--- src/sv/fixed_block_free_list_allocator_top_macros.svh ---
// ----------------------------------------------------------------------------
// Assertion macros for the fixed-block free-list allocator
// Property wrappers that fold away when SYNTHESIS is defined.
// ----------------------------------------------------------------------------
`ifndef FIXED_BLOCK_FREE_LIST_ALLOCATOR_TOP_MACROS_SVH
`define FIXED_BLOCK_FREE_LIST_ALLOCATOR_TOP_MACROS_SVH

`ifndef SYNTHESIS

// same-cycle implication
`define FBFL_ASSERT_IMP(lbl, clk, rst, ante, cons) \
   lbl: assert property (@(posedge clk) disable iff (rst) (ante) |-> (cons)) \
      else $error("fbfl assertion failed");

// next-cycle implication
`define FBFL_ASSERT_NXT(lbl, clk, rst, ante, cons) \
   lbl: assert property (@(posedge clk) disable iff (rst) (ante) |=> (cons)) \
      else $error("fbfl assertion failed");

`else

`define FBFL_ASSERT_IMP(lbl, clk, rst, ante, cons)
`define FBFL_ASSERT_NXT(lbl, clk, rst, ante, cons)

`endif

`endif

--- src/sv/fbfl_pkg.sv ---
// ----------------------------------------------------------------------------
// fbfl_pkg
// Shared constants, codes and types of the fixed-block free-list allocator.
// ----------------------------------------------------------------------------
`default_nettype none

package fbfl_pkg;

   localparam int MAX_BLOCKS = 255;
   localparam int IDX_W      = 8;
   localparam int ADDR_W     = $clog2(MAX_BLOCKS);
   localparam int CNT_W      = 8;
   localparam int SIZE_W     = 13;
   localparam int OFF_W      = 20;
   localparam int PROD_W     = IDX_W + SIZE_W;
   localparam int ACT_W      = 2;
   localparam int STAT_W     = 2;
   localparam int CSR_IDX_W  = 1;
   localparam int CSR_DATA_W = SIZE_W;

   localparam logic [SIZE_W-1:0] MAX_SIZE = SIZE_W'(4096);

   // actions
   localparam logic [ACT_W-1:0] ACT_ALLOC = 2'd0;
   localparam logic [ACT_W-1:0] ACT_FREE  = 2'd1;
   localparam logic [ACT_W-1:0] ACT_RESET = 2'd2;

   // status codes
   localparam logic [STAT_W-1:0] STAT_OK       = 2'd0;
   localparam logic [STAT_W-1:0] STAT_EMPTY    = 2'd1;
   localparam logic [STAT_W-1:0] STAT_REJECTED = 2'd2;

   // register indexes
   localparam logic [CSR_IDX_W-1:0] CSR_NUM_BLOCKS = 1'b0;
   localparam logic [CSR_IDX_W-1:0] CSR_BLOCK_SIZE = 1'b1;

   localparam logic [CNT_W-1:0]  RESET_NUM_BLOCKS = CNT_W'(255);
   localparam logic [SIZE_W-1:0] RESET_BLOCK_SIZE = SIZE_W'(16);

   // link memory access for one cycle
   typedef struct packed {
      logic              rd_en;
      logic [ADDR_W-1:0] rd_addr;
      logic              wr_en;
      logic [ADDR_W-1:0] wr_addr;
      logic [IDX_W-1:0]  wr_data;
      logic              clear;
   } link_req_type;

endpackage

`default_nettype wire

--- src/sv/fbfl_ram.sv ---
// ----------------------------------------------------------------------------
// fbfl_ram
// Generic single-write, single-read RAM with a registered read port.
// ----------------------------------------------------------------------------
`default_nettype none

module fbfl_ram #(
   parameter int WIDTH = 8,
   parameter int DEPTH = 256
) (
   input  wire logic                     clock,
   input  wire logic                     wr_en,
   input  wire logic [$clog2(DEPTH)-1:0] wr_addr,
   input  wire logic [WIDTH-1:0]         wr_data,
   input  wire logic                     rd_en,
   input  wire logic [$clog2(DEPTH)-1:0] rd_addr,
   output logic      [WIDTH-1:0]         rd_data
);

   logic [WIDTH-1:0] mem_ff [DEPTH];
   logic [WIDTH-1:0] rd_data_ff;

   always_ff @(posedge clock) begin
      if (wr_en) begin
         mem_ff[wr_addr] <= wr_data;
      end
      // hold the last read word until the next read
      if (rd_en) begin
         rd_data_ff <= mem_ff[rd_addr];
      end
   end

   assign rd_data = rd_data_ff;

endmodule

`default_nettype wire

--- src/sv/fbfl_link.sv ---
// ----------------------------------------------------------------------------
// fbfl_link
// Link memory of the free list: RAM plus one valid bit per entry; an entry
// not written since the last relink reads as its own index plus one.
// ----------------------------------------------------------------------------
`default_nettype none
`include "fixed_block_free_list_allocator_top_macros.svh"

module fbfl_link (
   input  wire logic                        clock,
   input  wire logic                        reset,
   input  wire fbfl_pkg::link_req_type      link_req,
   output logic      [fbfl_pkg::IDX_W-1:0]  link_data
);
   import fbfl_pkg::*;

   logic [MAX_BLOCKS-1:0] vld_ff;
   logic [MAX_BLOCKS-1:0] vld_in;
   logic                  rd_vld_ff;
   logic [ADDR_W-1:0]     rd_addr_ff;
   logic [IDX_W-1:0]      ram_q;

   fbfl_ram #(
      .WIDTH (IDX_W),
      .DEPTH (MAX_BLOCKS)
   ) u_ram (
      .clock   (clock),
      .wr_en   (link_req.wr_en),
      .wr_addr (link_req.wr_addr),
      .wr_data (link_req.wr_data),
      .rd_en   (link_req.rd_en),
      .rd_addr (link_req.rd_addr),
      .rd_data (ram_q)
   );

   always_comb begin
      vld_in = vld_ff;
      if (link_req.clear) begin
         vld_in = '0;
      end else if (link_req.wr_en) begin
         vld_in[link_req.wr_addr] = 1'b1;
      end
   end

   always_ff @(posedge clock) begin
      if (reset) begin
         vld_ff <= '0;
      end else begin
         vld_ff <= vld_in;
      end
   end

   always_ff @(posedge clock) begin
      if (link_req.rd_en) begin
         rd_vld_ff  <= vld_ff[link_req.rd_addr];
         rd_addr_ff <= link_req.rd_addr;
      end
   end

   assign link_data = rd_vld_ff ? ram_q : IDX_W'(rd_addr_ff) + IDX_W'(1);

   `FBFL_ASSERT_IMP(a_no_rd_wr_overlap, clock, reset,
      link_req.rd_en, !link_req.wr_en && !link_req.clear)
   `FBFL_ASSERT_IMP(a_wr_addr_in_range, clock, reset,
      link_req.wr_en, link_req.wr_addr < ADDR_W'(MAX_BLOCKS))
   `FBFL_ASSERT_IMP(a_rd_addr_in_range, clock, reset,
      link_req.rd_en, link_req.rd_addr < ADDR_W'(MAX_BLOCKS))

endmodule

`default_nettype wire

--- src/sv/fixed_block_free_list_allocator_top.sv ---
// ----------------------------------------------------------------------------
// fixed_block_free_list_allocator_top
// Fixed-block allocator over one chunk: free blocks are chained through a
// link memory; allocate pops the head, free pushes a block, reset relinks.
// ----------------------------------------------------------------------------
//  channel  direction  ports                                         transfer
//  req      in         action, block_index                           valid & ready
//  rsp      out        status, alloc_index, alloc_offset, free_count valid & ready
//  csr      in         index (0 num_blocks, 1 block_size), wdata     valid & ready
//
//  An item is taken only in idle. For an alloc, the accept cycle reads the
//  head's link from the synchronous link memory; the execute step then
//  updates head, count and memory. A relink clears per-entry valid bits at once.
//  Reset leaves the list linked in order with the full count; no sweep.
//  A result waits in the output register; the execute step stalls only
//  while that register is still full and not taken.
// ----------------------------------------------------------------------------
`default_nettype none
`include "fixed_block_free_list_allocator_top_macros.svh"

module fixed_block_free_list_allocator_top (
   input  wire logic                             clock,
   input  wire logic                             reset,
   input  wire logic                             req_valid,
   output logic                                  req_ready,
   input  wire logic [fbfl_pkg::ACT_W-1:0]       req_action,
   input  wire logic [fbfl_pkg::IDX_W-1:0]       req_block_index,
   output logic                                  rsp_valid,
   input  wire logic                             rsp_ready,
   output logic      [fbfl_pkg::STAT_W-1:0]      rsp_status,
   output logic      [fbfl_pkg::IDX_W-1:0]       rsp_alloc_index,
   output logic      [fbfl_pkg::OFF_W-1:0]       rsp_alloc_offset,
   output logic      [fbfl_pkg::CNT_W-1:0]       rsp_free_count,
   input  wire logic                             csr_valid,
   output logic                                  csr_ready,
   input  wire logic [fbfl_pkg::CSR_IDX_W-1:0]   csr_index,
   input  wire logic [fbfl_pkg::CSR_DATA_W-1:0]  csr_wdata
);
   import fbfl_pkg::*;

   localparam logic ST_IDLE = 1'b0;
   localparam logic ST_EXEC = 1'b1;

   logic                 state_ff, state_in;
   logic [ACT_W-1:0]     act_ff;
   logic [IDX_W-1:0]     idx_ff;
   logic [IDX_W-1:0]     head_ff, head_in;
   logic [CNT_W-1:0]     avail_ff, avail_in;
   logic [CNT_W-1:0]     num_blocks_ff;
   logic [SIZE_W-1:0]    block_size_ff;
   logic                 rsp_valid_ff, rsp_valid_in;
   logic [STAT_W-1:0]    status_ff, status_in;
   logic [IDX_W-1:0]     aidx_ff, aidx_in;
   logic [OFF_W-1:0]     aoff_ff, aoff_in;
   logic [CNT_W-1:0]     fcnt_ff;

   logic                 req_xfer;
   logic                 exec_go;
   logic [CNT_W-1:0]     n_eff;
   logic [CNT_W-1:0]     n_reset_eff;
   logic [SIZE_W-1:0]    size_eff;
   logic [PROD_W-1:0]    prod;
   logic [IDX_W-1:0]     link_data;
   link_req_type         link_req;

   assign req_ready = (state_ff == ST_IDLE);
   assign req_xfer  = req_valid && req_ready;
   assign csr_ready = 1'b1;
   assign exec_go   = (state_ff == ST_EXEC) && (!rsp_valid_ff || rsp_ready);

   assign n_eff       = (num_blocks_ff > CNT_W'(MAX_BLOCKS)) ? CNT_W'(MAX_BLOCKS)
                                                              : num_blocks_ff;
   assign n_reset_eff = (RESET_NUM_BLOCKS > CNT_W'(MAX_BLOCKS)) ? CNT_W'(MAX_BLOCKS)
                                                                 : RESET_NUM_BLOCKS;
   assign size_eff    = (block_size_ff > MAX_SIZE) ? MAX_SIZE : block_size_ff;
   assign prod        = PROD_W'(head_ff) * PROD_W'(size_eff);

   fbfl_link u_link (
      .clock     (clock),
      .reset     (reset),
      .link_req  (link_req),
      .link_data (link_data)
   );

   // accept and execute steps: link read, decide, update list state, form the result
   always_comb begin
      state_in   = state_ff;
      head_in    = head_ff;
      avail_in   = avail_ff;
      status_in  = STAT_OK;
      aidx_in    = '0;
      aoff_in    = '0;

      link_req          = '0;
      link_req.rd_en    = req_xfer && (req_action == ACT_ALLOC)
                          && (head_ff < IDX_W'(MAX_BLOCKS));
      link_req.rd_addr  = head_ff[ADDR_W-1:0];
      link_req.wr_addr  = idx_ff[ADDR_W-1:0];
      link_req.wr_data  = head_ff;

      unique case (state_ff)
         ST_IDLE: begin
            if (req_xfer) begin
               state_in = ST_EXEC;
            end
         end
         ST_EXEC: begin
            if (exec_go) begin
               state_in = ST_IDLE;
               case (act_ff)
                  ACT_ALLOC: begin
                     if (avail_ff == '0 || head_ff >= IDX_W'(MAX_BLOCKS)) begin
                        status_in = STAT_EMPTY;
                     end else begin
                        aidx_in  = head_ff;
                        aoff_in  = prod[OFF_W-1:0];
                        head_in  = link_data;
                        avail_in = avail_ff - CNT_W'(1);
                     end
                  end
                  ACT_FREE: begin
                     if (idx_ff >= n_eff || avail_ff >= n_eff) begin
                        status_in = STAT_REJECTED;
                     end else begin
                        link_req.wr_en = 1'b1;
                        head_in        = idx_ff;
                        avail_in       = avail_ff + CNT_W'(1);
                     end
                  end
                  ACT_RESET: begin
                     link_req.clear = 1'b1;
                     head_in        = '0;
                     avail_in       = n_eff;
                  end
                  default: begin
                  end
               endcase
            end
         end
         default: begin
            state_in = ST_IDLE;
         end
      endcase
   end

   always_comb begin
      rsp_valid_in = rsp_valid_ff;
      if (exec_go) begin
         rsp_valid_in = 1'b1;
      end else if (rsp_ready) begin
         rsp_valid_in = 1'b0;
      end
   end

   always_ff @(posedge clock) begin
      if (reset) begin
         state_ff      <= ST_IDLE;
         head_ff       <= '0;
         avail_ff      <= n_reset_eff;
         rsp_valid_ff  <= 1'b0;
         num_blocks_ff <= RESET_NUM_BLOCKS;
         block_size_ff <= RESET_BLOCK_SIZE;
      end else begin
         state_ff     <= state_in;
         head_ff      <= head_in;
         avail_ff     <= avail_in;
         rsp_valid_ff <= rsp_valid_in;
         if (csr_valid && csr_ready) begin
            case (csr_index)
               CSR_NUM_BLOCKS: num_blocks_ff <= csr_wdata[CNT_W-1:0];
               CSR_BLOCK_SIZE: block_size_ff <= csr_wdata[SIZE_W-1:0];
               default: begin
               end
            endcase
         end
      end
   end

   always_ff @(posedge clock) begin
      if (req_xfer) begin
         act_ff <= req_action;
         idx_ff <= req_block_index;
      end
      if (exec_go) begin
         status_ff <= status_in;
         aidx_ff   <= aidx_in;
         aoff_ff   <= aoff_in;
         fcnt_ff   <= avail_in;
      end
   end

   assign rsp_valid        = rsp_valid_ff;
   assign rsp_status       = status_ff;
   assign rsp_alloc_index  = aidx_ff;
   assign rsp_alloc_offset = aoff_ff;
   assign rsp_free_count   = fcnt_ff;

   `FBFL_ASSERT_NXT(a_accept_enters_exec, clock, reset,
      req_xfer, state_ff == ST_EXEC && !req_ready)
   `FBFL_ASSERT_NXT(a_list_holds_between_items, clock, reset,
      !exec_go, $stable(head_ff) && $stable(avail_ff))
   `FBFL_ASSERT_NXT(a_alloc_takes_one, clock, reset,
      exec_go && act_ff == ACT_ALLOC && status_in == STAT_OK,
      avail_ff == $past(avail_ff) - CNT_W'(1) && rsp_valid)

endmodule

`default_nettype wire
--- config.mk ---
export PLATFORM = sky130hd
export DESIGN_NAME = fixed_block_free_list_allocator_top
export DESIGN_NICKNAME = d
export VERILOG_FILES = /design/src/sv/fbfl_pkg.sv /design/src/sv/fbfl_ram.sv /design/src/sv/fbfl_link.sv /design/src/sv/fixed_block_free_list_allocator_top.sv
export VERILOG_INCLUDE_DIRS = /design/src /design/src/sv
export SDC_FILE = /design/constraint.sdc
export NUM_CORES = 2
export LEC_CHECK = 0
export ABC_AREA = 1
export BUFFER_PORTS_ARGS = -buffer_cell sky130_fd_sc_hd__buf_2
export CORE_MARGIN = 3
export CORE_UTILIZATION = 35
export CTS_CLUSTER_SIZE = 25
export DETAILED_ROUTE_END_ITERATION = 8
export HOLD_SLACK_MARGIN = 0.08
export MAX_ROUTING_LAYER = met4
export SYNTH_ARGS = -nofsm -noshare
export SYNTH_HDL_FRONTEND = slang
export SYNTH_SLANG_ARGS = --single-unit
export TNS_END_PERCENT = 50
--- constraint.sdc ---
create_clock -name clock -period 11.1 [get_ports clock]
set_input_delay 0.555 -clock clock [delete_from_list [all_inputs] [get_ports clock]]
set_output_delay 0.555 -clock clock [all_outputs]
set_load 0.05 [all_outputs]
After elaboration in Yosys (flattened, before gate mapping):

Memory sizes are Yosys's and may differ from the RTL's. A register that Yosys moved wholly into a read port is not among the register bits.
Cells that the tools add are included.

* add/sub/neg operators: 3
* mux-type cells: 32
* $mul: 1
* reduce and logical (&&, ||, !) cells: 19
* bitwise gates (word level): 4
* equal/unequal tests: 4
* order comparisons: 9

Operator list (number)
* $or A255 B255 Y255: 1
* $mux W8: 8
* $pmux W8 S3: 2
* $mul A8 B13 Y20: 1
* $lt A8 B9 Y1 const B: 2
* $add A8 B1 Y8 const B: 2
* $ge A8 B8 Y1: 2
* $mux W1: 16
* $gt A13 B13 Y1 const B: 1
* $mux W13: 1
* $bmux W1 S8: 1
* $demux W1 S8: 1
* $ge A8 B1 Y1 const B: 1
* $ge A8 B8 Y1 const B: 1
* $gt A8 B8 Y1 const B: 1
* $logic_not A8 Y1: 1
* $lt A8 B8 Y1 const B: 1
* $sub A8 B1 Y8 const B: 1
* $logic_and A1 B1 Y1: 5
* $reduce_and A5 Y1: 1
* $logic_not A2 Y1: 2
* $ne A2 B2 Y1 const B: 2
* $pmux W2 S2: 1
* $reduce_and A2 Y1: 2
* other kinds (11): 15

* memory bits (writable): 2040
* logic and storage cells: 88
* register bits after elaboration: 351
* output and inout bits: 41
* memories kept: 1

Memories
* u_link.u_ram.mem_ff: depth 255, bits a word 8, read ports 1, clocked after Yosys merged registers in 1, wr ports 1, line fbfl_ram.sv:20 `logic [WIDTH-1:0] mem_ff [DEPTH];`

Logic depth before layout (Yosys ltp):

* depth in word-level cells: 10
* depth in mapped cells: 28
* gate-level depth less buffers: 28

Modules after synthesis:

Synthesis repeated with hierarchy kept, for this count alone.

* cell total of the unflattened synthesis: 9503
* area, all modules: 101915.2 um^2

Modules (own cells, without submodules)
* fbfl_ram: area each 83136.0 um^2, sequential area each 61499.0 um^2, instances 1, cells each 6994
* fbfl_link: area each 11061.9 um^2, sequential area each 5375.2 um^2, instances 1, cells each 1537
* fixed_block_free_list_allocator_top: area each 7717.4 um^2, sequential area each 2222.1 um^2, instances 1, cells each 972

Worst setup path before layout:

OpenSTA, ideal clock, no wires.

* kind: register to register
* from: reg head_ff[2]
* to: reg aoff_ff[15], in the netlist rsp_alloc_offset[15], data pin
* cell stages (with the launch flop): 23
* path buffers: 4
* slack: 2800 ps
* data required time: 10845 ps
* arrival time: 8046 ps
* cells stage by stage: dfxtp_1 > inv_1 > buf_2 > clkbuf_1 > clkbuf_1 > buf_1 > nor2_1 > fa_1 > fa_1 > fa_1 > inv_1 > fa_1 > inv_1 > ha_1 > nand2_1 > inv_1 > nand2_1 > nand2_1 > nand2_1 > nand2_1 > a21oi_1 > or2_2 > and2_1

* cells in the longest elaborated chain, start to end: 3
* elaborated cells on any way between the ends: 4

RTL lines
* start, declared: line fixed_block_free_list_allocator_top.sv:47 `logic [IDX_W-1:0] head_ff, head_in;`
* start signal, assigned: line fixed_block_free_list_allocator_top.sv:165 `head_ff <= head_in;`
* branches (longest 3 deep; another with $mul A8 B13 Y20)
* end signal, assigned: line fixed_block_free_list_allocator_top.sv:187 `aoff_ff <= aoff_in;`
* end, declared: line fixed_block_free_list_allocator_top.sv:54 `logic [OFF_W-1:0] aoff_ff, aoff_in;`

Parallel ways; which one is timed is not known.
A chain may end at the register's enable or synchronous reset.

Worst setup path in the final report:

* from: reg head_ff[7]
* to: reg aoff_ff[15], in the netlist rsp_alloc_offset[15], data pin

The elaborated chain is that of the path after synthesis.

==> impl_metrics.json <==
{
  "final_nets": 10400,
  "drv_slew": 0,
  "hold_class": "input pin to flip-flop",
  "reg2reg_slack_ns": 5.52,
  "tns_ns": 0,
  "slew_headroom": 0.225,
  "worstMarginPinSlew_ns": 1.16,
  "core_um2": 301000,
  "cts_max_level": 4,
  "min_from": "csr_valid",
  "cp-end-kind": "flip-flop",
  "vias_per_cell": 5.13,
  "die_w_um": 556,
  "synth-seq-cells": 2399,
  "antenna_found_initial": 13,
  "clock_tree.root_cell": "clkbuf_16",
  "pin_count": 70,
  "clk_path_buf_depth": 4,
  "crit_chain": "clkinv_1 > nor2_1 > fa_1 > fa_1 > fa_1 > inv_1 > fa_1 > inv_1 > ha_1 > nand2_1 > inv_1 > nand2_1 > nand2_1 > nand2_1 > nand2_1 > a21oi_1 > or2_2 > and2_1",
  "clkPwrFrac": 0.412,
  "status": "finished clean",
  "dp_hpwl_um": 165000,
  "fillerInstances": 29000,
  "skew_ns": 0.0847,
  "avgSynthCellArea_um2": 10.1,
  "clock_sinks": 2399,
  "grt_pass1_wl_um": 442000,
  "synth_top_area_share": 0.597,
  "die-area_um2": 309000,
  "synth_fp_nets": 10700,
  "startpoint_type": "flip-flop",
  "drc": 0,
  "drt_pre_antenna_iters": 6,
  "drtAntennaViolNets": 0,
  "synthTopCellsByCount": "nand2_1, edfxtp_1, nor2_1, nand3_1, o21ai_0",
  "utilization": 0.392,
  "routed_wl_um": 295000,
  "ys_types": 45,
  "grt_usage": 0.190,
  "syn_inst": 10500,
  "grt_overflow_total": 0,
  "clkTransAtPathRegs_ns": 0.06,
  "final_cell_count_no_fill": 14400,
  "grt_max_degree": 210,
  "crit_top_cell": "nand2_1",
  "synth-edff-count": 2105,
  "worstSkewPairLatency_ns": 0.93,
  "cts_resized": 0,
  "routedWlPerCell_um": 20.5,
  "min_to": "num_blocks_ff[1]",
  "drv_cap": 0,
  "gp_congestion": 0.869,
  "dp_slack_ns": 5.63,
  "numCtsBuffers": 243,
  "internal-power_uw": 15200,
  "synth_area_um2": 106000,
  "cts_tree": "built",
  "areaGrowthSynthToFinish_pct": 11.1,
  "yosysSeqAreaShare": 0.652,
  "slowest_stage": "clkinv_1",
  "path_class": "flip-flop to flip-flop",
  "num_vias": 74100,
  "r2r_end": "rsp_alloc_offset[15]",
  "ys.flop_type": "edfxtp_1",
  "first_global_vias": 69500,
  "async_flop_share": 0,
  "peakVddDrop_uv": 136,
  "place.port_buffers": 68,
  "min_period_over_period": 0.503,
  "worstPathRequired_ns": 11.71,
  "switching_share": 0.247,
  "pwr-share-comb": 0.093,
  "rr_worst_depth": 18,
  "drive_above_1_share": 0.0596,
  "yosysTopAreaCell": "edfxtp_1",
  "fin_crit_ns": 5.58,
  "whs_path_depth": 5,
  "rows": 201,
  "leakage_uw": 0.0426,
  "rsz0062_at_grt": "no",
  "place_inst": 14000,
  "synth_area_leaders": "edfxtp_1, nand2_1, nor2_1",
  "start_util": 0.353,
  "yosys_warnings": 0,
  "stdcell_area_um2": 118000,
  "yosysMostFrequentCell": "nand2_1",
  "hold_viol_final": 0,
  "power_switching_uw": 4970,
  "worstReg2RegStart": "head_ff[7]",
  "dpl_cell_area_um2": 109000,
  "setup_ws_ns": 5.52,
  "setup_viol": 0,
  "p_seq_frac": 0.495,
  "worstPathArrival_ns": 6.19,
  "slowest_delay_ns": 0.83,
  "critPathMaxFanout": 34,
  "drt_iter0_drc": 8250,
  "p_per_area_nw_per_um2": 171,
  "max_freq_mhz": 179,
  "die_height_um": 556
}
==> cells by family after synthesis <==
group                      count (synthesis)  share of synthesized area
AOI/OAI and AO/OA                       1592                     0.0812
xor gates and xnor gates                  10                   0.000827
adders and majority gates                128                     0.0197
buffers and inverters                   1528                     0.0593
DFF                                     2399                      0.652
other                                      1                  0.0000354
and+or+nand+nor                         4860                      0.187
==> how the worst max path moves through the flow <==
stage,from,endpoint
2_1_floorplan,head_ff[2],rsp_alloc_offset[15]
3_3_place_gp,head_ff[7],rsp_alloc_offset[18]
3_5_place_dp,head_ff[7],rsp_alloc_offset[15]
4_1_cts,head_ff[6],rsp_alloc_offset[15]
5_1_grt,head_ff[6],rsp_alloc_offset[18]
6_report,head_ff[7],rsp_alloc_offset[15]
==> cell type report <==
class,instances,area (um^2),share of cell area
Multi-Input combinational cell,6591,30700,0.261
Timing Repair Buffer,205,1650,0.0141
Tap cell,3958,4950,0.0421
Inverter,849,3220,0.0273
Clock buffer,294,6410,0.0545
Antenna cell,5,12.5,0.000106
Clock inverter,143,1550,0.0132
Sequential cell,2399,69100,0.587
==> metal layers <==
metal | track usage | part of all wire | routed length, um | vias to the layer above
met5 | - | 0 | 0 | -
met4 | 0.0556 | 0.030 | 8880 | 0
met3 | 0.0263 | 0.075 | 22200 | 479
met2 | 0.301 | 0.47 | 138000 | 2750
met1 | 0.256 | 0.43 | 126000 | 35800
li1 | - | - | - | 35000
==> flip-flops by register name, summed over array words and instances, names as in the netlist, 2 cells and up <==
register and count:
head_ff 8, block_size_ff 13, num_blocks_ff 8, avail_ff 8, rsp_free_count 8, rsp_status 2
u_link.rd_addr_ff 8, idx_ff 8, rsp_alloc_offset 20, u_link.u_ram.mem_ff 2040, u_link.u_ram.rd_data 8, u_link.vld_ff 255
act_ff 2, rsp_alloc_index 8
==> power groups by stage <==
stage	sequential [uW]	clock, uW	combinational, uW
floorplan	10300	0	1070
global placement	10200	0	1840
detailed placement	10200	0	1850
CTS	9960	8430	1860
global route	9960	8770	2040
finish	9960	8300	1870
==> per-stage QoR <==
stage | hold slack (ns) | total power (uW)
after floorplan | 0.431 | 11300
after global placement | 0.444 | 12000
after detailed placement | 0.455 | 12000
after CTS | 0.225 | 20300
after global routing | 0.349 | 20800
final | 0.285 | 20100
==> worst max-delay path, delay by kind of cell, from the launching register on <==
kind / cells / cell delay [ns]
compound gates: 1 / 0.09
simple gates: 8 / 1.22
fa+ha+maj: 5 / 2.22
buf+inv: 4 / 0.97
flops: 1 / 0.73
==> layout by cell type, fill, tap and decap left out, types with 5 or more instances in the layout <==
| cell | count |
|---|---|
| edfxtp_1 | 2105 |
| buf_12 | 17 |
| nand2_4 | 16 |
| nand3b_1 | 11 |
| clkbuf_1 | 42 |
| dfxtp_1 | 286 |
| nand2_1 | 2148 |
| o21ai_0 | 959 |
| xor2_1 | 8 |
| bufinv_16 | 32 |
| clkinvlp_4 | 7 |
| clkbuf_16 | 248 |
| dlygate4sd3_1 | 29 |
| a21oi_1 | 373 |
| inv_6 | 6 |
| nor2_1 | 1577 |
| a211oi_1 | 9 |
| nand3_1 | 1005 |
| nor3_1 | 10 |
| buf_4 | 91 |
| o211ai_1 | 226 |
| ha_1 | 63 |
| buf_2 | 68 |
| nand4_1 | 10 |
| clkinv_1 | 59 |
| dfxtp_4 | 8 |
| fa_1 | 65 |
| clkinv_2 | 36 |
| or2_2 | 62 |
| diode_2 | 5 |
| inv_1 | 836 |
==> what timing repair did <==
action                     4_1_cts  5_1_grt
hold endpoints to repair        33        0
setup endpoints to repair        0        0
buffers inserted                 0        0
hold buffers                    29        0
Power figures use the tool's default switching activity.
